<file path="config.mk">
export PLATFORM = sky130hd
export DESIGN_NAME = ffra_ctrl
export DESIGN_NICKNAME = d
export VERILOG_FILES = /design/src/rtl/core/ffra_pkg.sv /design/src/rtl/core/ffra_ctrl.sv
export SDC_FILE = /design/constraint.sdc
export NUM_CORES = 1
export LEC_CHECK = 0
export BUFFER_PORTS_ARGS = -buffer_cell sky130_fd_sc_hd__buf_2
export CORE_AREA = 2 2 250 252
export CTS_CLUSTER_DIAMETER = 200
export DETAILED_ROUTE_END_ITERATION = 8
export DIE_AREA = 0 0 252 254
export MAX_ROUTING_LAYER = met4
export PLACE_DENSITY_LB_ADDON = 0.15
export SYNTH_ARGS = -nofsm -noshare
export SYNTH_HDL_FRONTEND = slang
export SYNTH_SLANG_ARGS = --single-unit
</file>
<file path="constraint.sdc">
create_clock -name aclk -period 6.8 [get_ports aclk]
set_input_delay 1.02 -clock aclk [delete_from_list [all_inputs] [get_ports aclk]]
set_output_delay 1.02 -clock aclk [all_outputs]
set_load 0.01 [all_outputs]
</file>
<file path="src/rtl/core/ffra_pkg.sv">
package ffra_pkg;

    localparam int MAX_RANGES = 64;
    // page size must be a power of two
    localparam int PAGE_BYTES = 4096;
    localparam int IDX_W      = $clog2(MAX_RANGES);
    localparam int CNT_W      = $clog2(MAX_RANGES + 1);
    localparam int ADDR_W     = 64;
    localparam int REQ_W      = 48;
    localparam int SIZE_W     = REQ_W + 1;
    localparam int STAT_W     = 2;

    localparam logic [SIZE_W-1:0] PAGE_MASK = SIZE_W'(PAGE_BYTES - 1);

    localparam logic OP_ALLOC = 1'b0;
    localparam logic OP_FREE  = 1'b1;

    localparam logic [STAT_W-1:0] STAT_OK       = 2'd0;
    localparam logic [STAT_W-1:0] STAT_NOFIT    = 2'd1;
    localparam logic [STAT_W-1:0] STAT_FULL     = 2'd2;
    localparam logic [STAT_W-1:0] STAT_NOTFOUND = 2'd3;

    localparam logic CFG_HEAP_START = 1'b0;
    localparam logic CFG_HEAP_END   = 1'b1;

    typedef enum logic [2:0] {
        S_IDLE,
        S_PREP,
        S_FIT,
        S_SCAN,
        S_SHIFT,
        S_DONE
    } state_t;

    // broadcast from the controller to every cell
    typedef struct packed {
        logic              calc_end;
        logic              calc_fit;
        logic              scan;
        logic              ins;
        logic              del;
        logic              is_alloc;
        logic [SIZE_W-1:0] size;
        logic [ADDR_W-1:0] addr;
        logic [ADDR_W-1:0] heap_end;
        logic [CNT_W-1:0]  count;
    } ffra_cmd_t;

    // data one cell shows its neighbors
    typedef struct packed {
        logic [ADDR_W-1:0] base;
        logic [ADDR_W-1:0] len;
        logic [ADDR_W-1:0] endv;
    } ffra_link_t;

    // reductions over the chain, back to the controller
    typedef struct packed {
        logic              any_hit;
        logic              any_live;
        logic [ADDR_W-1:0] base0;
        logic [ADDR_W-1:0] hit_end;
    } ffra_stat_t;

endpackage

</file>
<file path="src/rtl/core/ffra_ctrl.sv">
module ffra_ctrl import ffra_pkg::*; (
    input  logic              aclk,
    input  logic              aresetn,
    input  logic              s_tvalid,
    output logic              s_tready,
    input  logic              s_op,
    input  logic [REQ_W-1:0]  s_req_size,
    input  logic [ADDR_W-1:0] s_req_addr,
    output logic              m_tvalid,
    input  logic              m_tready,
    output logic [STAT_W-1:0] m_status,
    output logic [ADDR_W-1:0] m_grant,
    input  logic              cfg_we,
    input  logic              cfg_index,
    input  logic [ADDR_W-1:0] cfg_wdata,
    input  ffra_stat_t        stat,
    output ffra_cmd_t         cmd,
    output logic [ADDR_W-1:0] heap_start
);

    state_t            state_reg, state_next;
    logic              op_reg;
    logic [SIZE_W-1:0] size_reg;
    logic [ADDR_W-1:0] addr_reg, hs_reg, he_reg, grant_reg;
    logic [CNT_W-1:0]  count_reg;
    logic [STAT_W-1:0] status_reg;
    logic              m_valid_reg;
    logic [STAT_W-1:0] m_status_reg;
    logic [ADDR_W-1:0] m_grant_reg;

    logic              accept, out_free, early_done, pre_fit;
    logic [SIZE_W-1:0] size_round;
    logic [ADDR_W-1:0] pre_upper;
    logic [STAT_W-1:0] early_status;

    assign accept   = s_tvalid & s_tready;
    assign out_free = ~m_valid_reg | m_tready;
    assign size_round = ({1'b0, s_req_size} + PAGE_MASK) & ~PAGE_MASK;

    always_comb begin
        early_done   = 1'b0;
        early_status = STAT_OK;
        if (s_op == OP_FREE) begin
            early_done = s_req_addr == '0;
        end else if (s_req_size == '0) begin
            early_done   = 1'b1;
            early_status = STAT_NOFIT;
        end else if (count_reg >= CNT_W'(MAX_RANGES)) begin
            early_done   = 1'b1;
            early_status = STAT_FULL;
        end
    end

    // gap in front of the first range, or the whole heap when empty
    assign pre_upper = (count_reg == '0) ? he_reg : stat.base0;
    assign pre_fit   = (pre_upper > hs_reg) &&
                       ((pre_upper - hs_reg) >= ADDR_W'(size_reg));

    always_comb begin
        state_next = state_reg;
        case (state_reg)
            S_IDLE: begin
                if (s_tvalid) begin
                    if (early_done) state_next = S_DONE;
                    else if (s_op == OP_FREE) state_next = S_FIT;
                    else state_next = S_PREP;
                end
            end
            S_PREP:  state_next = S_FIT;
            S_FIT: begin
                if (op_reg == OP_ALLOC && pre_fit) state_next = S_SHIFT;
                else state_next = S_SCAN;
            end
            S_SCAN: begin
                if (stat.any_hit) state_next = S_SHIFT;
                else if (!stat.any_live) state_next = S_DONE;
            end
            S_SHIFT: state_next = S_DONE;
            S_DONE: begin
                if (out_free) state_next = S_IDLE;
            end
            default: state_next = S_IDLE;
        endcase
    end

    always_comb begin
        s_tready     = 1'b0;
        cmd          = '0;
        cmd.is_alloc = op_reg == OP_ALLOC;
        cmd.size     = size_reg;
        cmd.addr     = addr_reg;
        cmd.heap_end = he_reg;
        cmd.count    = count_reg;
        case (state_reg)
            S_IDLE:  s_tready = 1'b1;
            S_PREP:  cmd.calc_end = 1'b1;
            S_FIT:   cmd.calc_fit = 1'b1;
            S_SCAN:  cmd.scan = 1'b1;
            S_SHIFT: begin
                cmd.ins = op_reg == OP_ALLOC;
                cmd.del = op_reg == OP_FREE;
            end
            default: ;
        endcase
    end

    always_ff @(posedge aclk) begin
        if (!aresetn) begin
            state_reg   <= S_IDLE;
            count_reg   <= '0;
            m_valid_reg <= 1'b0;
            hs_reg      <= '0;
            he_reg      <= '0;
        end else begin
            state_reg <= state_next;
            if (cfg_we) begin
                if (cfg_index == CFG_HEAP_START) hs_reg <= cfg_wdata;
                else he_reg <= cfg_wdata;
            end
            if (state_reg == S_SHIFT) begin
                if (op_reg == OP_ALLOC) count_reg <= count_reg + CNT_W'(1);
                else count_reg <= count_reg - CNT_W'(1);
            end
            if (state_reg == S_DONE && out_free) m_valid_reg <= 1'b1;
            else if (m_tready) m_valid_reg <= 1'b0;
        end
    end

    always_ff @(posedge aclk) begin
        if (accept) begin
            op_reg     <= s_op;
            size_reg   <= size_round;
            addr_reg   <= s_req_addr;
            status_reg <= early_status;
            grant_reg  <= '0;
        end
        if (state_reg == S_FIT && op_reg == OP_ALLOC && pre_fit) begin
            grant_reg <= hs_reg;
        end
        if (state_reg == S_SCAN) begin
            if (stat.any_hit) begin
                grant_reg  <= (op_reg == OP_ALLOC) ? stat.hit_end : '0;
                status_reg <= STAT_OK;
            end else if (!stat.any_live) begin
                status_reg <= (op_reg == OP_ALLOC) ? STAT_NOFIT : STAT_NOTFOUND;
            end
        end
        if (state_reg == S_DONE && out_free) begin
            m_status_reg <= status_reg;
            m_grant_reg  <= grant_reg;
        end
    end

    assign m_tvalid   = m_valid_reg;
    assign m_status   = m_status_reg;
    assign m_grant    = m_grant_reg;
    assign heap_start = hs_reg;

    a_count_max: assert property (@(posedge aclk) disable iff (!aresetn)
        count_reg <= CNT_W'(MAX_RANGES))
        else $error("range count above table size");
    a_shift_room: assert property (@(posedge aclk) disable iff (!aresetn)
        (state_reg == S_SHIFT && op_reg == OP_ALLOC) |-> count_reg < CNT_W'(MAX_RANGES))
        else $error("insert into full table");
    a_del_nonempty: assert property (@(posedge aclk) disable iff (!aresetn)
        (state_reg == S_SHIFT && op_reg == OP_FREE) |-> count_reg != '0)
        else $error("delete from empty table");

endmodule

</file>
==> impl_metrics.toml <==
[floorplanning]
rows = 91
chipHeight_um = 254
pin_count = 635
coreArea_um2 = 61300
die_x_um = 252
initial_utilization = 0.327
die_area_um2 = 64000

[setup_path]
critPathLaunchType = "flop"
worstPathArrival_ps = 6960
cp-end-kind = "flop"
cp.required_ps = 7230
cp_slowest_cell = "nor4_4"
worstSetupPathType = "flop to flop"
worstPathMaxFanout = 14
r2r_setup_slack_ps = 280
cpPeakStageDelay_ps = 370

[global_route]
grt_usage = 0.254
grt_overflow = 0
grt_pass1_wl_mm = 119
grt_max_degree = 83
antenna_found_initial = 9
first_global_vias = 19000

[power]
clockPowerShare = 0.213
ir_worst_vdd_uv = 200
pwr-share-comb = 0.537
swShare = 0.422
power_frac_seq = 0.251
p_int_mw = 6.37
power.leakage_nw = 11.5
p_sw_mw = 4.66
p_per_area_nw_per_um2 = 412

[detailed_routing]
vias = 19200
drtAntennaViolNets = 0
routedWlPerCell_um = 22.7
firstDrtPassIters = 8
drc = 0
totalWireLength_mm = 82.9
drt_iter0_markers = 1322
via_per_inst = 5.26

[timing]
finalSetupViolCount = 0
slew_violations = 0
post-route-min-period_ps = 6520
max_freq_mhz = 153
finalHoldViolCount = 0
max_slew.worst_pin.slew_ps = 1060
slew_headroom = 0.289
whs_ps = 423
fin_ws_ps = 275
fin_worst_skew_ps = 21.2
period_share = 0.960

[yosys]
netlist_instances = 2154
ys_seq_area_frac = 0.456
synth.most_common_cell = "nand2_1"
ys_top_cells_by_count = "nand2_1, a21oi_1, dfxtp_1"
async_flop_share = 0
synth-seq-cells = 373
synth-edff-count = 168
yosys.area.top_type = "edfxtp_1"
yosys_warnings = 0
yosys-top-cells-area = "edfxtp_1, dfxtp_1, nand2_1"
synth.top_cell.area_share = 0.252
syn_area_um2 = 20000
synth_cell_type_count = 85
syn_area_per_cell_um2 = 9.30
synthFlopType = "dfxtp_1"

[clock_tree]
root_buffer = "clkbuf_16"
htreeDepth = 2
cts_tree = "built"
clockBufferDepth = 3
clkLatencyLatePin_ps = 570
clk_pin_slew_ps = 60
numCtsBuffers = 44
cts_hold_buf = 0
clock_sinks = 373

[cells_and_area]
fill_cells = 6137
final_nets = 3241
area_growth_pct = 33.6
drive_gt1_frac = 0.341

[placement]
io_buffers = 622
gp_congestion = 0.983
hpwl_mm = 65.5
place_ws_ps = -323

[run]
maxCapViolations = 0

[hold_path]
hold_class = "flop to flop"

[status]
outcome = "complete, no violations"
[repair_timing]
action / 4_1_cts / 5_1_grt
gates resized for setup: 10 / 137
pin swaps: 4 / 47
setup buffers: 4 / 19
setup endpoints to repair: 65 / 67
gates cloned: 1 / 3
[per-stage QoR]
| step | cell area (um2) | TNS [ps] | util | total power, mW | std cells |
|---|---|---|---|---|---|
| 6_report | 26800 | 0 | 0.437 | 11.0 | 3654 |
| 5_1_grt | 26800 | -235 | 0.437 | 11.7 | 3654 |
| 4_1_cts | 25900 | 0 | 0.422 | 10.4 | 3624 |
| 3_5_place_dp | 24300 | -18820 | 0.396 | 7.90 | 3537 |
| 3_3_place_gp | 24300 | -9430 | 0.396 | 7.88 | 3537 |
| 2_1_floorplan | 20100 | 0 | - | 6.02 | 2165 |
[kinds of logic after synthesis]
| group | after synthesis | synth area share |
|---|---|---|
| and+or+nand+nor | 682 | 0.154 |
| AOI/OAI and AO/OA | 523 | 0.160 |
| DFF | 373 | 0.456 |
| other | 1 | 0.000187 |
| xor gates and xnor gates | 91 | 0.0398 |
| adders and majority gates | 108 | 0.0682 |
| buffers and inverters | 244 | 0.0514 |
| muxes | 132 | 0.0699 |
[routing by layer]
metal / GRT usage / vias to the layer above / wire [um]
met3: 0.0347 / 108 / 5000
met5: - / - / 0
li1: - / 9059 / -
met4: 0.0644 / 0 / 2150
met1: 0.325 / 9288 / 35400
met2: 0.425 / 758 / 40300
[area by class of cell]
class                   instances  area, um2  area share
repair buffers                720       3980       0.149
clock inverters                16        114     0.00425
clock buffers                  66       1330      0.0495
inverters                     133        504      0.0188
multi-input cells            1548      10700       0.399
well taps                     790        988      0.0369
flip-flops and latches        373       9150       0.342
diodes                          8       20.0    0.000748
[critical path, delay by kind of cell (launching register included)]
kind	cells	cell delay (ps)
compound gates	10	2030
simple gates	9	1620
buf+inv	6	1170
fa+ha+maj	2	600
mux	2	430
flops	1	360
xor+xnor	1	160
[power by group through the flow]
stage          combinational, mW  clock, mW  sequential [mW]
6_report                    5.92       2.35             2.76
5_1_grt                     6.43       2.48             2.79
4_1_cts                     5.19       2.40             2.77
3_5_place_dp                5.08          0             2.81
3_3_place_gp                5.07          0             2.81
2_1_floorplan               3.16          0             2.85
[placed cells by master, fill, tap and decap left out, types with 12 or more instances in the layout]
cell / count
edfxtp_1: 168
nor3_1: 21
buf_2: 622
ha_4: 16
o21bai_1: 13
a21oi_1: 248
buf_4: 86
inv_1: 130
dfxtp_1: 203
nand4_1: 46
a21o_1: 14
nand2_1: 374
xnor2_1: 57
mux2_2: 60
o21ai_0: 56
xor2_1: 29
ha_1: 83
a22oi_1: 68
nor4_1: 33
nand3_1: 32
clkbuf_16: 50
conb_1: 12
nor2_1: 81
mux2i_1: 67
[worst paths after layout]
kind | depth (start not counted) | startpoint | to
worst max-delay path | 30 | count_reg[5] | grant_reg[1]
worst min-delay path | 0 | grant_reg[53] | m_grant[53]
worst max register to register | 30 | count_reg[5] | grant_reg[1]
worst min register to register | 0 | grant_reg[53] | m_grant[53]
Power figures use the tool's default switching activity.
