### src/rtl/core/ffra_pkg.sv
package ffra_pkg;

    localparam int MAX_RANGES = 64;
    // page size must be a power of two
    localparam int PAGE_BYTES = 4096;
    localparam int IDX_W      = $clog2(MAX_RANGES);
    localparam int CNT_W      = $clog2(MAX_RANGES + 1);
    localparam int ADDR_W     = 64;
    localparam int REQ_W      = 48;
    localparam int SIZE_W     = REQ_W + 1;
    localparam int STAT_W     = 2;

    localparam logic [SIZE_W-1:0] PAGE_MASK = SIZE_W'(PAGE_BYTES - 1);

    localparam logic OP_ALLOC = 1'b0;
    localparam logic OP_FREE  = 1'b1;

    localparam logic [STAT_W-1:0] STAT_OK       = 2'd0;
    localparam logic [STAT_W-1:0] STAT_NOFIT    = 2'd1;
    localparam logic [STAT_W-1:0] STAT_FULL     = 2'd2;
    localparam logic [STAT_W-1:0] STAT_NOTFOUND = 2'd3;

    localparam logic CFG_HEAP_START = 1'b0;
    localparam logic CFG_HEAP_END   = 1'b1;

    typedef enum logic [2:0] {
        S_IDLE,
        S_PREP,
        S_FIT,
        S_SCAN,
        S_SHIFT,
        S_DONE
    } state_t;

    // broadcast from the controller to every cell
    typedef struct packed {
        logic              calc_end;
        logic              calc_fit;
        logic              scan;
        logic              ins;
        logic              del;
        logic              is_alloc;
        logic [SIZE_W-1:0] size;
        logic [ADDR_W-1:0] addr;
        logic [ADDR_W-1:0] heap_end;
        logic [CNT_W-1:0]  count;
    } ffra_cmd_t;

    // data one cell shows its neighbors
    typedef struct packed {
        logic [ADDR_W-1:0] base;
        logic [ADDR_W-1:0] len;
        logic [ADDR_W-1:0] endv;
    } ffra_link_t;

    // reductions over the chain, back to the controller
    typedef struct packed {
        logic              any_hit;
        logic              any_live;
        logic [ADDR_W-1:0] base0;
        logic [ADDR_W-1:0] hit_end;
    } ffra_stat_t;

endpackage

### src/rtl/core/ffra_cell.sv
module ffra_cell import ffra_pkg::*; (
    input  logic       aclk,
    input  logic       aresetn,
    input  logic [IDX_W-1:0] cell_idx,
    input  ffra_cmd_t  cmd,
    input  ffra_link_t prev_link,
    input  logic       prev_passed,
    input  logic       prev_tok,
    input  logic       prev_hit,
    input  ffra_link_t next_link,
    output ffra_link_t link,
    output logic       passed,
    output logic       tok,
    output logic       tok_live,
    output logic       hit
);

    logic [ADDR_W-1:0] base_reg, len_reg, end_reg;
    logic              fit_reg;
    logic              tok_reg, passed_reg;

    logic              valid, last;
    logic [ADDR_W:0]   sum;
    logic [ADDR_W-1:0] end_sat, upper, gap;
    logic              fit_c, match;

    assign valid = {1'b0, cell_idx} < cmd.count;
    assign last  = ({1'b0, cell_idx} + CNT_W'(1)) == cmd.count;
    assign sum   = {1'b0, base_reg} + {1'b0, len_reg};
    assign end_sat = sum[ADDR_W] ? {ADDR_W{1'b1}} : sum[ADDR_W-1:0];
    assign upper = last ? cmd.heap_end : next_link.base;
    assign gap   = (upper > end_reg) ? (upper - end_reg) : '0;
    assign fit_c = gap >= ADDR_W'(cmd.size);
    assign match = base_reg == cmd.addr;

    assign tok_live = tok_reg & valid;
    assign hit      = tok_live & (cmd.is_alloc ? fit_reg : match);

    assign link   = '{base: base_reg, len: len_reg, endv: end_reg};
    assign passed = passed_reg;
    assign tok    = tok_reg;

    always_ff @(posedge aclk) begin
        if (!aresetn) begin
            tok_reg    <= 1'b0;
            passed_reg <= 1'b0;
        end else if (cmd.calc_fit) begin
            tok_reg    <= cell_idx == '0;
            passed_reg <= 1'b0;
        end else if (cmd.scan) begin
            tok_reg    <= prev_tok & ~prev_hit;
            passed_reg <= passed_reg | (tok_reg & (cmd.is_alloc | ~hit));
        end
    end

    always_ff @(posedge aclk) begin
        if (cmd.calc_end) begin
            end_reg <= end_sat;
        end
        if (cmd.calc_fit) begin
            fit_reg <= fit_c;
        end
        if (cmd.ins && !passed_reg) begin
            // first cell past the gap takes the new range
            if (prev_passed) begin
                base_reg <= prev_link.endv;
                len_reg  <= ADDR_W'(cmd.size);
            end else begin
                base_reg <= prev_link.base;
                len_reg  <= prev_link.len;
            end
        end else if (cmd.del && !passed_reg) begin
            base_reg <= next_link.base;
            len_reg  <= next_link.len;
        end
    end

endmodule

### config.mk
export PLATFORM = sky130hd
export DESIGN_NAME = ffra_cell
export DESIGN_NICKNAME = d
export VERILOG_FILES = /design/src/rtl/core/ffra_pkg.sv /design/src/rtl/core/ffra_cell.sv
export SDC_FILE = /design/constraint.sdc
export NUM_CORES = 1
export LEC_CHECK = 0
export BUFFER_PORTS_ARGS = -buffer_cell sky130_fd_sc_hd__buf_2
export CORE_AREA = 3 3 303 305
export CTS_BUF_LIST = sky130_fd_sc_hd__clkbuf_16
export DETAILED_ROUTE_END_ITERATION = 8
export DIE_AREA = 0 0 306 308
export PLACE_DENSITY = 0.41
export SLEW_MARGIN = 5
export SYNTH_ARGS = -nofsm -noshare
export SYNTH_HDL_FRONTEND = slang
export SYNTH_SLANG_ARGS = --single-unit
### constraint.sdc
create_clock -name aclk -period 27.6 [get_ports aclk]
set_input_delay 8.28 -clock aclk [delete_from_list [all_inputs] [get_ports aclk]]
set_output_delay 8.28 -clock aclk [all_outputs]
set_load 0.005 [all_outputs]
==> results of run 1 <==
## path summary, 6_finish.rpt
path         startpoint  slack [ps]       to  cells past startpoint
min reg2reg      passed         630   passed                      2
min              passed         630   passed                      2
max            cmd[111]        8710      hit                      8
max reg2reg  end_reg[5]       19560  fit_reg                     25
## critical path, cell delays in order
cell and delay (ps):
buf_2 100, xor2_1 250, nor4_1 770, nand4_1 300
nor3_1 330, nand3_1 180, a21oi_1 230, buf_2 160
## area by class of cell
class / count / area, um2
timing repair buffer: 732 / 3725
tap: 1176 / 1471
sequential: 195 / 5836
fill: 9883 / 64080
clock inverter: 14 / 147.6
multi-input combinational: 1898 / 13220
antenna: 8 / 20.02
clock buffer: 17 / 425.4
inverter: 180 / 675.6
## layer usage
layer  global-route usage  wire, um  part of all wire
met1               0.2749     46320              0.44
met4              0.04563      1415             0.014
met5                    0        26           0.00025
met3              0.03825      5211             0.050
met2               0.3720     51160              0.49
## cell usage after synthesis, types with 6 or more instances
cell type / n / area, um2
a31oi_1: 15 / 93.84
nor3b_1: 7 / 52.55
a221oi_1: 9 / 78.83
o21ai_0: 227 / 1136
nand2b_1: 41 / 256.5
and2_1: 19 / 118.9
nand2_1: 281 / 1055
a211oi_1: 14 / 105.1
edfxtp_1: 193 / 5796
o21a_1: 21 / 157.7
o22ai_1: 10 / 62.56
o21bai_1: 34 / 255.2
nand4_1: 47 / 294.0
a21o_1: 77 / 578.1
xnor2_1: 70 / 613.1
or3_1: 11 / 68.82
nor3_1: 23 / 115.1
xor2_1: 80 / 700.7
a21oi_1: 150 / 750.7
a2111oi_0: 6 / 52.55
o31ai_1: 9 / 67.56
mux2_2: 65 / 732.0
nor2b_1: 22 / 137.6
and4_1: 6 / 52.55
nor2_1: 135 / 506.7
nor4_1: 23 / 143.9
o21ai_1: 7 / 35.03
inv_1: 180 / 675.7
ha_1: 185 / 2315
buf_1: 7 / 26.28
mux2i_1: 123 / 1231
clkbuf_1: 88 / 330.3
and3_1: 18 / 112.6
o211ai_1: 15 / 112.6
nand3_1: 53 / 265.3
a21boi_0: 6 / 45.04
buf_2: 9 / 45.04
## metrics by stage
stage	hold slack, ps	area, um2
final	626.5	25520
after global routing	653.5	25500
after CTS	625.1	25500
after detailed placement	612.8	24920
after global placement	610.3	24920
after floorplan	545.9	20150
## cells by family (layout without fill, tap and decap cells)
group,Yosys count,in the layout,synth area share
flops,195,195,0.2897
compound gates,673,673,0.2108
buf+inv,289,943,0.05627
simple gates,699,699,0.1631
other cells,0,8,0
xor+xnor,150,150,0.06521
mux,189,189,0.09800
fa+ha+maj,187,187,0.1169
## where the power goes
| group | switching [mW] | internal (mW) |
|---|---|---|
| clock network | 0.143 | 0.127 |
| logic | 0.478 | 0.305 |
| registers | 0.0443 | 0.385 |
==> results.yml, run 1 <==
status:
  status: "finished clean"
layout:
  most-common-layout-cells: "buf_2, nand2_1, o21ai_0"
  layout.core_utilization: 0.2848
  layout_net_count: 3796
  final_cells: 4220
  layout_cell_share_with_drive_strength_beyond_1: 0.2816
  mostFrequentLayoutCell: "buf_2"
  area_delta_synth_final_pct: 26.65
setup_path:
  crit_path_start_kind: "primary input"
  worst-endpoint-arrival_ps: 10610
  critical_path.endpoint_type: "primary output"
  required_ps: 19320
  timing.setup.critical_path_class: "in2out"
  timing.critical_path.fanout_max: 2
synthesis:
  syn_inst: 2382
  synth-seq-cells: 195
  synth_edf_count: 193
  postSynthAreaPerCell_um2: 8.458
  synth.yosys.warnings: 0
  yosys.cell_types.count: 84
  synth_fp_nets: 3154
  syn_area_um2: 20150
  ys.flop_type: "edfxtp_1"
  async_reset_ff_frac: 0
  synth.yosys.seq_area_share: 0.2897
cts:
  ctsRootBufferMaster: "clkbuf_16"
  register_clock_pin_slew_on_the_reported_worst_setup_and_hold_paths_ps: 80
  post_cts_resize_count: 0
  post-cts-setup-buffer-count: 0
  cts.sink_count: 195
  ctsHtreeMaxLevel: 4
  cts_buffer_depth: 2
  clkLatencyLatePin_ps: 540
  tritoncts: "yes"
  total_clock_buffers_created_by_cts: 17
  postCtsHoldBufs: 0
pwr:
  power-per-cell-area_nw_per_um2: 58.06
  vdd.ir_drop.worst_v: 0.00004666
  static-leakage-power_nw: 12.11
  p_total_mw: 1.481
grt:
  initial_antenna_violation_count: 18
  grt_use_total: 0.2133
  first_pass_grt_wire_length_mm: 144.8
  vias_in_the_first_global_route: 20154
  grt_start_max_net_pins: 129
  global_route.overflow_total: 0
floorplanning:
  area_of_the_core_um2: 89600
  row_count: 110
  dieArea_um2: 94250
  pin_count: 781
  die_x_um: 306
  initial_standard_cell_utilization_of_the_core: 0.2249
  die-height_um: 308
drt:
  drt_first_iter_violations: 1291
  routed_wire_length_per_instance_um: 24.68
  routed_wirelength_mm: 104.1
  avgViaCountPerCell: 4.820
  dr.pass1.iters: 5
  detail-route-antenna-nets: 0
  vias: 20342
  route.detailed.drc: 0
sta:
  max_freq_mhz: 52.95
  max_slew.worst_pin.slew_ps: 1225
  timing.final.ws_setup_ps: 8714
  hold_violations: 0
  timing.final.max_slew_violations: 0
  rsz0062_at_grt: "false"
  setup-tns-final_ps: 0
  finalWorstPathRequiredPeriod_ps: 18890
  skew_ps: 16.07
  post_route_clock_period_utilization: 0.6843
  setup_viol: 0
  normalized_max_slew_margin: 0.1773
place:
  routabilityCongestion: 0.8743
  place_ws_ps: 8812
  dp.final_hpwl_mm: 89.21
  numPortBuffers: 716
  placedCellCount: 4181
flow_run:
  cap_viol_max_count: 0
worst_hold_path:
  hp-class: "reg2reg"
(Power assumes the default switching activity.)
==> inputs of run 2 (changes only) <==
--- a/config.mk
+++ b/config.mk
@@ -10,7 +10,7 @@
 export CTS_BUF_LIST = sky130_fd_sc_hd__clkbuf_16
 export DETAILED_ROUTE_END_ITERATION = 8
 export DIE_AREA = 0 0 306 308
-export PLACE_DENSITY = 0.41
+export PLACE_DENSITY = 0.42
 export SLEW_MARGIN = 5
 export SYNTH_ARGS = -nofsm -noshare
 export SYNTH_HDL_FRONTEND = slang
==> constraint.sdc (replaced) <==
create_clock -name aclk -period 15.7 [get_ports aclk]
set_input_delay 4.71 -clock aclk [delete_from_list [all_inputs] [get_ports aclk]]
set_output_delay 4.71 -clock aclk [all_outputs]
set_load 0.005 [all_outputs]
==> results.yml, run 2 (synthesized netlist as in run 1, its figures left out) <==
setup_path:
  crit_path_start_kind: "primary input"
  worst-endpoint-arrival_ps: 13670
  cpMostUsedCell: "a21oi_1"
  required_ps: 15940
  timing.setup.critical_path_class: "in2reg"
  timing.critical_path.fanout_max: 34
  slowest_stage: "and3_4"
  max_stage_delay_ps: 740
  critical_path.endpoint_type: "flip-flop"
grt:
  grt_use_met1: 0.2755
  vias_in_the_first_global_route: 20327
  grt_use_total: 0.2148
  grt_most_used_layer: "met2"
  grt_start_max_net_pins: 97
  grt_util_met2: 0.3767
  grtUsageMet3: 0.03887
  global_route.overflow_total: 0
  initial_antenna_violation_count: 19
  first_pass_grt_wire_length_mm: 145.4
sta:
  finalWorstPathRequiredPeriod_ps: 13430
  setup_viol: 0
  rsz0062_at_grt: "false"
  timing.final.ws_setup_ps: 2270
  setup-tns-final_ps: 0
  max_freq_mhz: 74.46
  skew_ps: 17.41
  hold_violations: 0
  post_route_clock_period_utilization: 0.8554
  max_slew.worst_pin.slew_ps: 1163
  normalized_max_slew_margin: 0.2179
  timing.final.max_slew_violations: 0
cts:
  post_cts_resize_count: 0
  ctsHtreeMaxLevel: 4
  register_clock_pin_slew_on_the_reported_worst_setup_and_hold_paths_ps: 80
  tritoncts: "yes"
  ctsRootBufferMaster: "clkbuf_16"
  total_clock_buffers_created_by_cts: 17
  clkLatencyLatePin_ps: 530
  cts_buffer_depth: 2
  cts.sink_count: 195
  postCtsHoldBufs: 0
  post-cts-setup-buffer-count: 0
layout:
  area_delta_synth_final_pct: 26.74
  filler_cell_count: 9949
  layout_cell_share_with_drive_strength_beyond_1: 0.2819
  mostFrequentLayoutCell: "buf_2"
  most-common-layout-cells: "buf_2, nand2_1, o21ai_0"
  layout_net_count: 3797
floorplanning:
  dieArea_um2: 94250
  die-height_um: 308
  area_of_the_core_um2: 89600
  initial_standard_cell_utilization_of_the_core: 0.2249
  pin_count: 781
  row_count: 110
  die_x_um: 306
place:
  dp.final_hpwl_mm: 90.73
  place_ws_ps: 1554
  routabilityCongestion: 0.9116
  numPortBuffers: 716
drt:
  route.detailed.drc: 0
  dr.pass1.iters: 5
  routed_wire_length_per_instance_um: 24.87
  routed_wirelength_mm: 105.0
  detail-route-antenna-nets: 0
  vias: 20485
  drt_first_iter_violations: 1246
  avgViaCountPerCell: 4.852
pwr:
  static-leakage-power_nw: 12.12
  vdd.ir_drop.worst_v: 0.00009131
  power-per-cell-area_nw_per_um2: 102.6
  p_total_mw: 2.621
worst_hold_path:
  hp-class: "reg2reg"
status:
  status: "finished clean"
flow_run:
  cap_viol_max_count: 0
run 2: changes by cell type in the layout (fill, tap and decap cells not counted), moves of 2 or more:
cell,delta
clkinv_4,-3
buf_4,+2
inv_6,+2
inv_8,-2
run 2: worst max-delay path, delay by kind of cell:
kind / cells / cell delay [ps]
compound gates: 15 / 4310
simple gates: 9 / 2420
buf+inv: 3 / 420
fa+ha+maj: 4 / 1310
mux: 1 / 290
xor+xnor: 1 / 150
run 2: layer usage:
metal	vias to the layer above	share of wire
met5	-	0.00017
li1	9969	-
met2	621	0.49
met3	62	0.058
met1	9829	0.44
met4	4	0.014
run 2: cell type report:
class,instances,area (um2),share of cell area
antenna,9,22.52,0.0008821
timing repair buffer,733,3722,0.1458
tap,1176,1471,0.05763
clock buffer,17,425.4,0.01666
inverter,180,675.6,0.02646
multi-input combinational,1898,13210,0.5173
sequential,195,5836,0.2285
clock inverter,14,171.4,0.006713
run 2: through the flow:
| stage | cells | utilization | cell area, um2 | hold slack [ps] |
|---|---|---|---|---|
| after CTS | 4213 | 0.2847 | 25510 | 645.9 |
| after floorplan | 2382 | - | 20150 | 545.9 |
| after global routing | 4215 | 0.2848 | 25520 | 679.0 |
| after global placement | 4182 | 0.2781 | 24910 | 629.2 |
| after detailed placement | 4182 | 0.2781 | 24910 | 634.8 |
| final | 4222 | 0.2850 | 25530 | 642.4 |
run 2: worst paths after layout:
kind | startpoint | endpoint | slack, ps | depth (start not counted)
worst min register to register | tok | passed | 640 | 2
worst min-delay path | tok | passed | 640 | 2
worst max register to register | end_reg[0] | fit_reg | 7970 | 26
worst max-delay path | cell_idx[0] | fit_reg | 2270 | 33
run 2: report_power, final:
part | switching (mW) | internal (mW)
registers | 0.0795 | 0.676
clock network | 0.252 | 0.239
logic | 0.839 | 0.535
==> inputs of run 3 (changes only) <==
==> config.mk (replaced) <==
export PLATFORM = sky130hd
export DESIGN_NAME = ffra_cell
export DESIGN_NICKNAME = d
export VERILOG_FILES = /design/src/rtl/core/ffra_pkg.sv /design/src/rtl/core/ffra_cell.sv
export SDC_FILE = /design/constraint.sdc
export NUM_CORES = 1
export LEC_CHECK = 0
export CORE_AREA = 3 3 299 301
export CTS_BUF_LIST = sky130_fd_sc_hd__clkbuf_16
export DETAILED_ROUTE_END_ITERATION = 8
export DIE_AREA = 0 0 302 304
export DONT_BUFFER_PORTS = 1
export PLACE_DENSITY = 0.34
export SLEW_MARGIN = 5
export SYNTH_ARGS = -nofsm -noshare
export SYNTH_HDL_FRONTEND = slang
export SYNTH_SLANG_ARGS = --single-unit
==> constraint.sdc (replaced) <==
create_clock -name aclk -period 14.3 [get_ports aclk]
set_input_delay 1.43 -clock aclk [delete_from_list [all_inputs] [get_ports aclk]]
set_output_delay 1.43 -clock aclk [all_outputs]
set_load 0.005 [all_outputs]
==> results.yml, run 3 (synthesized netlist as in run 1, its figures left out) <==
status:
  status: "finished clean"
setup_path:
  max_stage_delay_ps: 650
  timing.critical_path.fanout_max: 30
  worst-r2r-setup-slack_ps: 6180
  timing.setup.critical_path_class: "in2reg"
  timing.rr.end: "fit_reg"
  critical_path.endpoint_type: "flip-flop"
  crit_path_start_kind: "primary input"
  worst_r2r_startpoint: "end_reg[5]"
  worst-endpoint-arrival_ps: 10980
  timing.reg2reg.worst_path_depth: 26
  required_ps: 14540
  slowest_stage: "o21ai_4"
sta:
  setup_viol: 0
  rsz0062_at_grt: "false"
  timing.final.max_slew_violations: 0
  max_freq_mhz: 93.11
  post_route_clock_period_utilization: 0.7510
  finalWorstPathRequiredPeriod_ps: 10740
  setup-tns-final_ps: 0
  max_slew.worst_pin.slew_ps: 1067
  skew_ps: 18.42
  hold_violations: 0
  normalized_max_slew_margin: 0.2822
  hold_slack_ps: 660.6
layout:
  filler_cell_count: 9469
  area_delta_synth_final_pct: 8.806
  final_cells: 3476
  mostFrequentLayoutCell: "nand2_1"
  most-common-layout-cells: "nand2_1, o21ai_0, edfxtp_1"
  layout_cell_share_with_drive_strength_beyond_1: 0.05994
  layout.core_utilization: 0.2523
  layout_net_count: 3078
  postLayoutCellArea_um2: 21920
pwr:
  vdd.ir_drop.worst_v: 0.0001033
  static-leakage-power_nw: 9.307
  power-per-cell-area_nw_per_um2: 125.7
floorplanning:
  row_count: 108
  pin_count: 781
  dieArea_um2: 91810
  die-height_um: 304
  area_of_the_core_um2: 86890
  initial_standard_cell_utilization_of_the_core: 0.2319
  die_x_um: 302
grt:
  grt_use_met1: 0.2588
  grt_use_total: 0.2167
  global_route.overflow_total: 0
  vias_in_the_first_global_route: 18448
  grt_util_met2: 0.3616
  initial_antenna_violation_count: 12
  grt_start_max_net_pins: 129
  grtUsageMet3: 0.06827
  grt_most_used_layer: "met2"
  first_pass_grt_wire_length_mm: 140.0
cts:
  clkLatencyLatePin_ps: 520
  total_clock_buffers_created_by_cts: 17
  postCtsHoldBufs: 0
  cts.sink_count: 195
  ctsRootBufferMaster: "clkbuf_16"
  tritoncts: "yes"
  post_cts_resize_count: 0
  ctsHtreeMaxLevel: 4
  post-cts-setup-buffer-count: 0
  cts_buffer_depth: 2
  register_clock_pin_slew_on_the_reported_worst_setup_and_hold_paths_ps: 80
drt:
  avgViaCountPerCell: 5.191
  routed_wirelength_mm: 102.8
  vias: 18043
  detail-route-antenna-nets: 0
  drt_first_iter_violations: 1432
  dr.pass1.iters: 5
  route.detailed.drc: 0
  routed_wire_length_per_instance_um: 29.59
place:
  placedInstanceArea_um2: 21280
  placedCellCount: 3442
  numPortBuffers: 0
  dp.final_hpwl_mm: 88.68
  routabilityCongestion: 0.9059
worst_hold_path:
  hold-path-endpoint: "passed"
  hp-class: "reg2reg"
  whs_path_cells: 2
  worst_hold_startpoint: "tok"
flow_run:
  cap_viol_max_count: 0
-- run 3: changes by cell type in the layout (fill, tap and decap cells not counted) --
cell	delta
buf_2	-714
diode_2	-7
buf_4	-4
clkbuf_8	-1
inv_8	+2
inv_6	-1
bufinv_16	+1
nor4_2	+1
clkinv_4	+3
clkinvlp_4	-3
nor4_1	-1
clkinv_2	-1
-- run 3: per-layer routing --
| layer | vias to the layer above | part of all wire |
|---|---|---|
| met3 | 120 | 0.084 |
| met2 | 741 | 0.47 |
| met5 | - | 0.00047 |
| met1 | 8660 | 0.41 |
| li1 | 8514 | - |
| met4 | 8 | 0.038 |
-- run 3: stage by stage --
step | setup slack, ps | total power, mW
3_5_place_dp | 2868 | 2.212
4_1_cts | 3430 | 2.798
3_3_place_gp | 2944 | 2.218
2_1_floorplan | 5621 | 1.748
5_1_grt | 2878 | 2.959
6_report | 3560 | 2.755
-- run 3: worst max-delay path by stage --
stage,startpoint,to
2_1_floorplan,cell_idx[0],fit_reg
3_3_place_gp,cell_idx[0],fit_reg
3_5_place_dp,cell_idx[0],fit_reg
4_1_cts,cell_idx[0],fit_reg
5_1_grt,cell_idx[0],fit_reg
6_report,cell_idx[0],fit_reg
-- run 3: power breakdown --
| group | switching (mW) | internal, mW |
|---|---|---|
| Clock | 0.276 | 0.284 |
| Sequential | 0.134 | 0.744 |
| Combinational | 0.827 | 0.490 |
-- run 3: worst max-delay path: cells and delay by family --
family,cells,cell delay (ps)
adder cells (fa/ha/maj),3,880
multiplexers,1,440
buffers and inverters,2,900
AND/OR/NAND/NOR,7,1600
AO/OA/AOI/OAI,20,5600
-- run 3: layout make-up --
cell class,count,area (um2),share of cell area
well taps,1155,1445,0.06592
flip-flops and latches,195,5836,0.2662
diodes,2,5.005,0.0002283
clock buffers,17,425.4,0.01941
clock inverters,15,214.0,0.009760
inverters,180,675.6,0.03082
repair buffers,14,105.1,0.004795
multi-input cells,1898,13220,0.6029
